<file path="config.mk">
export PLATFORM = sky130hd
export DESIGN_NAME = ttb_norm
export DESIGN_NICKNAME = d
export VERILOG_FILES = /design/src/rtl/core/assert_macros.svh /design/src/rtl/core/ttb_pkg.sv /design/src/rtl/core/ttb_norm.sv
export SDC_FILE = /design/constraint.sdc
export NUM_CORES = 2
export LEC_CHECK = 0
export BUFFER_PORTS_ARGS = -buffer_cell sky130_fd_sc_hd__clkbuf_2
export CORE_MARGIN = 2
export CORE_UTILIZATION = 60
export DETAILED_ROUTE_END_ITERATION = 12
export HOLD_SLACK_MARGIN = 0.05
export PLACE_DENSITY = 0.85
export SYNTH_ARGS = -nofsm -noshare
export SYNTH_HDL_FRONTEND = slang
export SYNTH_SLANG_ARGS = --single-unit
</file>
<file path="constraint.sdc">
create_clock -name clk -period 12.3 [get_ports clk]
set_input_delay 0.615 -clock clk [delete_from_list [all_inputs] [get_ports clk]]
set_output_delay 0.615 -clock clk [all_outputs]
set_load 0.02 [all_outputs]
</file>
<file path="src/rtl/core/assert_macros.svh">
// Assertion macros shared by the core RTL.
`ifndef ASSERT_MACROS_SVH
`define ASSERT_MACROS_SVH

// Checked on every clock edge outside reset.
`define TTB_ASSERT_CLK(lbl, expr, msg) \
  lbl: assert property (@(posedge clk) disable iff (!rst_n) (expr)) else $error(msg);

// Checked on every clock edge, reset included.
`define TTB_ASSERT_ANY(lbl, expr, msg) \
  lbl: assert property (@(posedge clk) (expr)) else $error(msg);

`endif

</file>
<file path="src/rtl/core/ttb_pkg.sv">
// Shared widths and control types of the tangent/binormal core.
`timescale 1ns / 1ps
package ttb_pkg;
  localparam int PosW    = 24;
  localparam int TexW    = 17;
  localparam int OutW    = 16;
  localparam int EdgeW   = PosW + 1;
  localparam int DeltaW  = TexW + 1;
  localparam int ProdW   = EdgeW + DeltaW;
  localparam int TermW   = ProdW + 1;
  localparam int NormBits  = 30;
  localparam int SqW       = 2 * NormBits;
  localparam int SumW      = SqW + 2;
  localparam int LenW      = NormBits + 1;
  localparam int QuotW     = 15;
  localparam int UnitShift = 14;
  localparam int NumW      = NormBits + UnitShift + 1;
  localparam int NumTerms  = 14;

  typedef struct packed {
    logic start;
    logic neg;
  } ttb_norm_req_t;

  typedef struct packed {
    logic done;
    logic zero;
  } ttb_norm_rsp_t;
endpackage

</file>
<file path="src/rtl/core/ttb_norm.sv">
// Iterative vector normalizer: scale, sum of squares, integer root, three divides.
`timescale 1ns / 1ps
module ttb_norm (
  input  logic                                clk,
  input  logic                                rst_n,
  input  ttb_pkg::ttb_norm_req_t              req,
  input  logic signed [ttb_pkg::TermW-1:0]    vec_x,
  input  logic signed [ttb_pkg::TermW-1:0]    vec_y,
  input  logic signed [ttb_pkg::TermW-1:0]    vec_z,
  output ttb_pkg::ttb_norm_rsp_t              rsp,
  output logic signed [ttb_pkg::OutW-1:0]     unit_x,
  output logic signed [ttb_pkg::OutW-1:0]     unit_y,
  output logic signed [ttb_pkg::OutW-1:0]     unit_z
);
  import ttb_pkg::*;

  typedef enum logic [5:0] {
    N_IDLE  = 6'b000001,
    N_SHIFT = 6'b000010,
    N_SQ    = 6'b000100,
    N_ROOT  = 6'b001000,
    N_PREP  = 6'b010000,
    N_DIV   = 6'b100000
  } nstate_t;

  nstate_t                 state_r;
  logic                    done_r;
  logic                    zero_r;
  logic [TermW-1:0]        mag_r [3];
  logic                    flip_r [3];
  logic [3:0]              cnt_r;
  logic [1:0]              comp_r;
  logic [SqW-1:0]          prod_r;
  logic [SumW-1:0]         sum_r;
  logic [SumW-1:0]         rootn_r;
  logic [SumW-1:0]         root_r;
  logic [SumW-1:0]         bit_r;
  logic [LenW-1:0]         len_r;
  logic [LenW-1:0]         rem_r;
  logic [QuotW-1:0]        lo_r;
  logic [QuotW-1:0]        q_r;
  logic signed [OutW-1:0]  unit_r [3];

  logic [TermW-1:0]        orv;
  logic [NormBits-1:0]     sq_op;
  logic [SqW-1:0]          sq_prod;
  logic [SumW-1:0]         trial_sum;
  logic                    root_ge;
  logic [SumW-1:0]         root_nxt;
  logic [TermW-1:0]        div_mag;
  logic [NumW-1:0]         num;
  logic [LenW:0]           div_trial;
  logic                    div_ge;
  logic [LenW:0]           div_diff;
  logic [QuotW-1:0]        q_nxt;
  logic signed [OutW-1:0]  q_mag;
  logic signed [OutW-1:0]  unit_nxt;
  logic                    last_step;

  assign orv = mag_r[0] | mag_r[1] | mag_r[2];

  always_comb begin
    case (cnt_r[1:0])
      2'd0:    sq_op = mag_r[0][NormBits-1:0];
      2'd1:    sq_op = mag_r[1][NormBits-1:0];
      default: sq_op = mag_r[2][NormBits-1:0];
    endcase
  end
  assign sq_prod = sq_op * sq_op;

  assign trial_sum = root_r + bit_r;
  assign root_ge   = rootn_r >= trial_sum;
  assign root_nxt  = root_ge ? (root_r >> 1) + bit_r : root_r >> 1;

  always_comb begin
    case (comp_r)
      2'd0:    div_mag = mag_r[0];
      2'd1:    div_mag = mag_r[1];
      default: div_mag = mag_r[2];
    endcase
  end

  // Numerator a*2^14 + floor(L/2), so that halves round away from zero.
  assign num = {1'b0, div_mag[NormBits-1:0], {UnitShift{1'b0}}} + NumW'(len_r >> 1);

  assign div_trial = {rem_r, lo_r[QuotW-1]};
  assign div_ge    = div_trial >= {1'b0, len_r};
  assign div_diff  = div_ge ? div_trial - {1'b0, len_r} : div_trial;
  assign q_nxt     = {q_r[QuotW-2:0], div_ge};
  assign q_mag     = $signed({1'b0, q_nxt});
  assign unit_nxt  = flip_r[comp_r] ? -q_mag : q_mag;

  // The run ends on a null vector or after the last divide step of the third component.
  assign last_step = ((state_r == N_SHIFT) && (orv == '0)) ||
                     ((state_r == N_DIV) && (cnt_r == 4'd0) && (comp_r == 2'd2));

  always_ff @(posedge clk) begin
    if (!rst_n) begin
      state_r <= N_IDLE;
      done_r  <= 1'b0;
      zero_r  <= 1'b0;
    end else begin
      done_r <= last_step;
      case (state_r)
        N_IDLE: begin
          if (req.start) begin
            mag_r[0]  <= vec_x[TermW-1] ? $unsigned(-vec_x) : $unsigned(vec_x);
            mag_r[1]  <= vec_y[TermW-1] ? $unsigned(-vec_y) : $unsigned(vec_y);
            mag_r[2]  <= vec_z[TermW-1] ? $unsigned(-vec_z) : $unsigned(vec_z);
            flip_r[0] <= vec_x[TermW-1] ^ req.neg;
            flip_r[1] <= vec_y[TermW-1] ^ req.neg;
            flip_r[2] <= vec_z[TermW-1] ^ req.neg;
            state_r   <= N_SHIFT;
          end
        end
        N_SHIFT: begin
          // One bit a cycle until the largest magnitude has exactly 30 bits.
          if (orv == '0) begin
            zero_r  <= 1'b1;
            state_r <= N_IDLE;
          end else if (|orv[TermW-1:NormBits]) begin
            for (int i = 0; i < 3; i++) mag_r[i] <= mag_r[i] >> 1;
          end else if (!orv[NormBits-1]) begin
            for (int i = 0; i < 3; i++) mag_r[i] <= mag_r[i] << 1;
          end else begin
            cnt_r   <= '0;
            sum_r   <= '0;
            state_r <= N_SQ;
          end
        end
        N_SQ: begin
          prod_r <= sq_prod;
          cnt_r  <= cnt_r + 4'd1;
          if (cnt_r != 4'd0) sum_r <= sum_r + SumW'(prod_r);
          if (cnt_r == 4'd3) begin
            rootn_r <= sum_r + SumW'(prod_r);
            root_r  <= '0;
            bit_r   <= SumW'(1) << (SumW - 2);
            state_r <= N_ROOT;
          end
        end
        N_ROOT: begin
          if (root_ge) rootn_r <= rootn_r - trial_sum;
          root_r <= root_nxt;
          bit_r  <= bit_r >> 2;
          if (bit_r == SumW'(1)) begin
            len_r   <= root_nxt[LenW-1:0];
            comp_r  <= '0;
            state_r <= N_PREP;
          end
        end
        N_PREP: begin
          rem_r   <= LenW'(num >> QuotW);
          lo_r    <= num[QuotW-1:0];
          q_r     <= '0;
          cnt_r   <= 4'(QuotW - 1);
          state_r <= N_DIV;
        end
        N_DIV: begin
          rem_r <= div_diff[LenW-1:0];
          lo_r  <= lo_r << 1;
          q_r   <= q_nxt;
          cnt_r <= cnt_r - 4'd1;
          if (cnt_r == 4'd0) begin
            unit_r[comp_r] <= unit_nxt;
            if (comp_r == 2'd2) begin
              zero_r  <= 1'b0;
              state_r <= N_IDLE;
            end else begin
              comp_r  <= comp_r + 2'd1;
              state_r <= N_PREP;
            end
          end
        end
        default: state_r <= N_IDLE;
      endcase
    end
  end

  assign rsp.done = done_r;
  assign rsp.zero = zero_r;
  assign unit_x   = unit_r[0];
  assign unit_y   = unit_r[1];
  assign unit_z   = unit_r[2];
endmodule

</file>
* After elaboration in Yosys (flattened, before gate mapping)
Memory sizes are Yosys's and may differ from the RTL's. A register that Yosys moved wholly into a read port is not among the register bits.
Cells that the tools add are included.
W data, S select, Z words.
** Word-level totals
- Memory bits (writable) :: 183
- Memories :: 3
- Output and inout port bits :: 50
- Register bits after elaboration :: 413
- Bits in read-only memories :: 0
- Latch bits :: 0
- Word-level logic and storage cells :: 165
- Bits of input ports :: 136
** Memories
- mag_r :: depth 3, bits a word 44, read ports 3, clocked after Yosys merged registers in 0, write ports 3, RTL line ttb_norm.sv:29 : logic [TermW-1:0] mag_r [3];
- unit_r :: depth 3, bits a word 16, read ports 3, clocked after Yosys merged registers in 0, write ports 1, RTL line ttb_norm.sv:42 : logic signed [OutW-1:0] unit_r [3];
- flip_r :: depth 3, bits a word 1, read ports 1, clocked after Yosys merged registers in 1, write ports 3, RTL line ttb_norm.sv:30 : logic flip_r [3];
** Operators by class
- Equality and inequality tests :: 25
- Shift-type cells :: 0
- Reductions and logical operators :: 26
- Multipliers :: 1
- Multiplexer cells :: 70
- Bitwise operators :: 11
- Div/mod/pow operators :: 0
- $add $sub $neg :: 13
- $lt $le $gt $ge :: 2
** Operator list (count)
- $mux W62 :: 9
- $pmux W62 S2 :: 4
- $mux W44 :: 9
- $neg A44 Y44 :: 3
- $pmux W30 S2 :: 2
- $or A44 B44 Y44 :: 2
- $add A61 B62 Y62 :: 1
- $add A62 B60 Y62 :: 1
- $add A62 B62 Y62 :: 1
- $eq A62 B1 Y1 const B :: 1
- $ge A62 B62 Y1 :: 1
- $pmux W31 S2 :: 1
- $sub A62 B62 Y62 :: 1
- $mul A30 B30 Y60 :: 1
- $add A44 B30 Y45 :: 1
- $logic_not A44 Y1 :: 1
- $mux W6 :: 7
- $pmux W6 S6 :: 1
- $ge A32 B31 Y1 :: 1
- $mux W31 :: 1
- $sub A31 B31 Y31 :: 1
- $pmux W15 S2 :: 1
- $pmux W14 S2 :: 1
- $mux W1 :: 22
- other kinds (38) :: 74

* Depth between registers and ports, before layout
An unclocked memory read counts as a cell.
- Depth in word-level cells :: 11
- Depth in mapped cells :: 37

* Least setup slack after synthesis
No wires, ideal clock.
- Path kind :: reg2reg
- From :: register state_r[5]
- To :: memory mag_r[0][0] in the netlist's numbering, enable pin
- Required time :: 11495 ps
- Setup slack :: 1341 ps
- Period minus slack after synthesis :: 10959 ps
- Library setup time :: 805 ps
- Cell stages (with the launch flop) :: 4
- Arrival time :: 10153 ps
- Path through :: dfxtp_1 > nor4_1 > nand3b_1 > o21ai_0
** RTL lines
- from (decl) :: RTL line ttb_norm.sv:26 : nstate_t state_r;
- from (signal assigned) :: RTL line ttb_norm.sv:99 : state_r <= N_IDLE;
- from (signal assigned) :: RTL line ttb_norm.sv:113 : state_r <= N_SHIFT;
- from (signal assigned) :: RTL line ttb_norm.sv:120 : state_r <= N_IDLE;
- to (decl) :: RTL line ttb_norm.sv:29

* Worst setup path after layout
- From :: register cnt_r[0]
- To :: register prod_r[56], data pin
** On the way
- Longest elaborated chain between the ends :: 3
- Elaborated cells between the ends (all ways) :: 4
- Those cells by class :: 1 x mul; 1 x eq/ne; 1 x mux; 1 x reduce/logical
** Ends and longest elaborated chain
- from (decl) :: RTL line ttb_norm.sv:31 : logic [3:0] cnt_r;
- from (signal assigned) :: RTL line ttb_norm.sv:133 : cnt_r <= cnt_r + 4'd1;
- from (signal assigned) :: RTL line ttb_norm.sv:156 : cnt_r <= 4'(QuotW - 1);
- from (signal assigned) :: RTL line ttb_norm.sv:163 : cnt_r <= cnt_r - 4'd1;
- $eq A2 B1 Y1 or $logic_not A2 Y1 (tied branches) :: RTL line ttb_norm.sv:63 : case (cnt_r[1:0])
- $pmux W30 S2 (*) :: RTL line ttb_norm.sv:63
- $mul A30 B30 Y60 (*) :: RTL line ttb_norm.sv:69 : assign sq_prod = sq_op * sq_op;
- via sq_prod[56] :: RTL line ttb_norm.sv:46 : logic [SqW-1:0] sq_prod;
- to (signal assigned) :: RTL line ttb_norm.sv:132 : prod_r <= sq_prod;
- to (decl) :: RTL line ttb_norm.sv:33 : logic [SqW-1:0] prod_r;
Mark *: on every way through the listed nets, which the timed path passes. The rest lies on a longest branch.
A chain may end at the register's enable or synchronous reset.

==> impl_results.md <==
- Status: completed
- Max incr delay on CP: 0.81 ns
- Crit path DAT: 11.35 ns
- Worst path most repeated cell: fa_1
- CTS max path bufs: 3
- Num Clock Sinks: 566
- Worst-Margin Slew: approximately 1.3 ns
- Final core occ: 0.650
- Dpl hpwl: around 140000 µm
- Syn Nets: around 8500
- Mapped Area: 0.0653 mm²
- Setup bufs post-CTS: 0
- Slew headroom: 0.112
- Endpoints failing hold: 0
- P&R area growth vs syn: 7.03%
- Rows: between 100 and 150
- Largest net degree at the start of global routing: 109
- Via count: around 54000
- RSZ-0062 raised after global routing: no
- Max-slew violations: 0
- GR Util All Layers: 0.329
- Initial DRC Count: 6404
- Ys flop type: edfxtp_1
- Seq/Total Area, Yosys: 0.259
- Die Ht: 334 µm
- Layout cells sized above 1: 0.0583
- Hold buffer count at CTS: 0
- # H-tree levels: 3
- Top delay family on crit path: adder cells
- Max_cap viols: 0
- Grt ovf: 0
- DRC errors left: 0
- Final RePlAce weighted congestion: 1.04
- Hold WS: 0.338 ns
- Antenna Nets Post-Route: 0
- Cts bufs inserted: 66
- Clock Tree Root: clkbuf_16
- CP endpoint kind: flip-flop
- CP Data Required Time: 12.65 ns
- Yosys cell types: 83
- Multi-input gate area: about 0.044 mm²
- Syn Area/Cell: about 9.1 µm²
- Kind of critical path: reg -> reg
- EDFF count, synth: 556
- Vias in the first global route: 52900
- Area leader, netlist: edfxtp_1
- Die area: about 0.11 mm²
- #FFs+latches synth: 566
- Clock transition at path regs: 0.06 ns
- # IOs: around 190
- Wire per inst: 21.4 µm
- Initial Util: 0.607
- Post-CTS resize count: 0
- Register area: 0.0169 mm²
- Largest fanout on the critical path: 18
- Sum Neg Setup Slack: 0 ns
- Initial DRT Pass Iterations: 9
- Final clock skew: 0.0497 ns
- Slowest cell on crit path: clkinv_1
- Share of the synthesized area in the top cell type: 0.256
- Antenna violations before repair: 7
- Vias/cell: 6.18
- Min Clock Period, post-route: approximately 11 ns
- Nets: ~8500
- Clock latency at the later pin of the worst-skew pair: approximately 0.65 ns
- Number of setup violations in the final report: 0
- F_max: 0.0909 GHz
- Async SR Flop Fraction: 0
- Period utilisation layout: 0.894
- Buffers plus inverters on the worst setup path: 8
- CTS tree: built
- DIE WIDTH: 334 µm
- Worst Hold Class: in -> reg
- Post-Synthesis Cells: 7178
- Warnings, synthesis: 0
- Setup crit start kind: flip-flop
- Synth top area cells: edfxtp_1, fa_1, ha_1, inv_1, nand2_1
- First-pass GRT wire length: 289000 µm
- Core Area: 0.108 mm²
- Final WL: 186000 µm
- Filler Cell Count: 8482
- Port Buffer Count: around 190
-- layout make-up --
cell class | count | area share
flip-flops and latches | 566 | 0.242
multi-input cells | 5310 | 0.624
clock inverters | 39 | 0.00853
repair buffers | 252 | 0.0205
diodes | 4 | 0.000143
well taps | 1403 | 0.0251
inverters | 1012 | 0.0544
clock buffers | 81 | 0.0255
-- kinds of logic (layout without fill, tap and decap cells) --
group | after synthesis | in the layout | synth area share
buf+inv | 1302 | 1384 | 0.0751
mux | 50 | 50 | 0.00782
simple gates | 2126 | 2126 | 0.147
fa+ha+maj | 1196 | 1196 | 0.310
other cells | 0 | 4 | 0
xor+xnor | 491 | 491 | 0.0659
compound gates | 1447 | 1447 | 0.136
flops | 566 | 566 | 0.259
-- sequential cells by signal, summed over array words and instances, names as in the netlist, 31 cells and up, named ones only --
signal   count
bit_r       31
root_r      62
unit_r      48
rem_r       31
sum_r       62
len_r       31
prod_r      59
mag_r      132
rootn_r     62
-- stage by stage --
stage	cells	instance area, µm²	setup WS, ns
after global routing	8665	69800	1.01
after global placement	8543	67400	1.86
after CTS	8663	69800	1.46
final	8667	69800	1.30
after detailed placement	8543	67400	1.42
after floorplan	7178	65300	1.34
-- per-layer routing --
metal / track usage / wire length, µm
met4: 0.127 / 8110
met2: 0.501 / 81700
met1: 0.452 / 74400
met3: 0.0872 / 21400
met5: 0.00608 / 47
-- worst paths after layout --
| check | depth (start not counted) | to | slack [ns] | start |
|---|---|---|---|---|
| setup / recovery | 29 | prod_r[56]$_DFFE_PP_ | 1.30 | cnt_r[0]$_DFFE_PP_ |
| hold / removal | 2 | flip_r[1]$_DFFE_PP_ | 0.34 | req[0] |
| setup reg to reg | 29 | prod_r[56]$_DFFE_PP_ | 1.30 | cnt_r[0]$_DFFE_PP_ |
| hold reg to reg | 2 | zero_r$_SDFFE_PN0P_ | 0.51 | zero_r$_SDFFE_PN0P_ |
-- layout by cell type (no fill, tap or decap), drive strengths merged, types with 20 or more instances in the layout --
master	count
a211oi	45
a21o	123
a21oi	411
a22oi	27
a31oi	75
and2	108
and3	32
buf	67
clkbuf	266
clkinv	27
edfxtp	556
fa	699
ha	497
inv	1009
mux2i	42
nand2	839
nand2b	41
nand3	84
nand4	85
nor2	643
nor2b	52
nor3	68
nor4	60
o211ai	30
o21a	45
o21ai	429
o21bai	50
o31ai	65
o41ai	20
or3	39
or4	21
xnor2	195
xor2	296
-- synthesized netlist by cell type (all sizes together), types with 65 or more instances --
cell type     n
nor2        643
nand3        84
o31ai        65
ha          497
xnor2       195
inv        1004
xor2        296
nand2       839
fa          699
and2        108
nor3         68
o21ai       429
a31oi        75
nand4        85
a21o        123
a21oi       411
edfxtp      556
clkbuf      257
-- worst register-to-register path, delay by kind of cell (launching register included) --
family                   cells  cell delay (ns)
AO/OA/AOI/OAI                4             1.68
adder cells (fa/ha/maj)      9             4.54
flip-flops                   1             0.73
buffers and inverters        8             2.04
AND/OR/NAND/NOR              6             1.54
XOR/XNOR                     1             0.06
multiplexers                 1             0.14
Power is not shown: default switching activity piles up to over one toggle a cycle in this logic, so the estimate is an artifact.
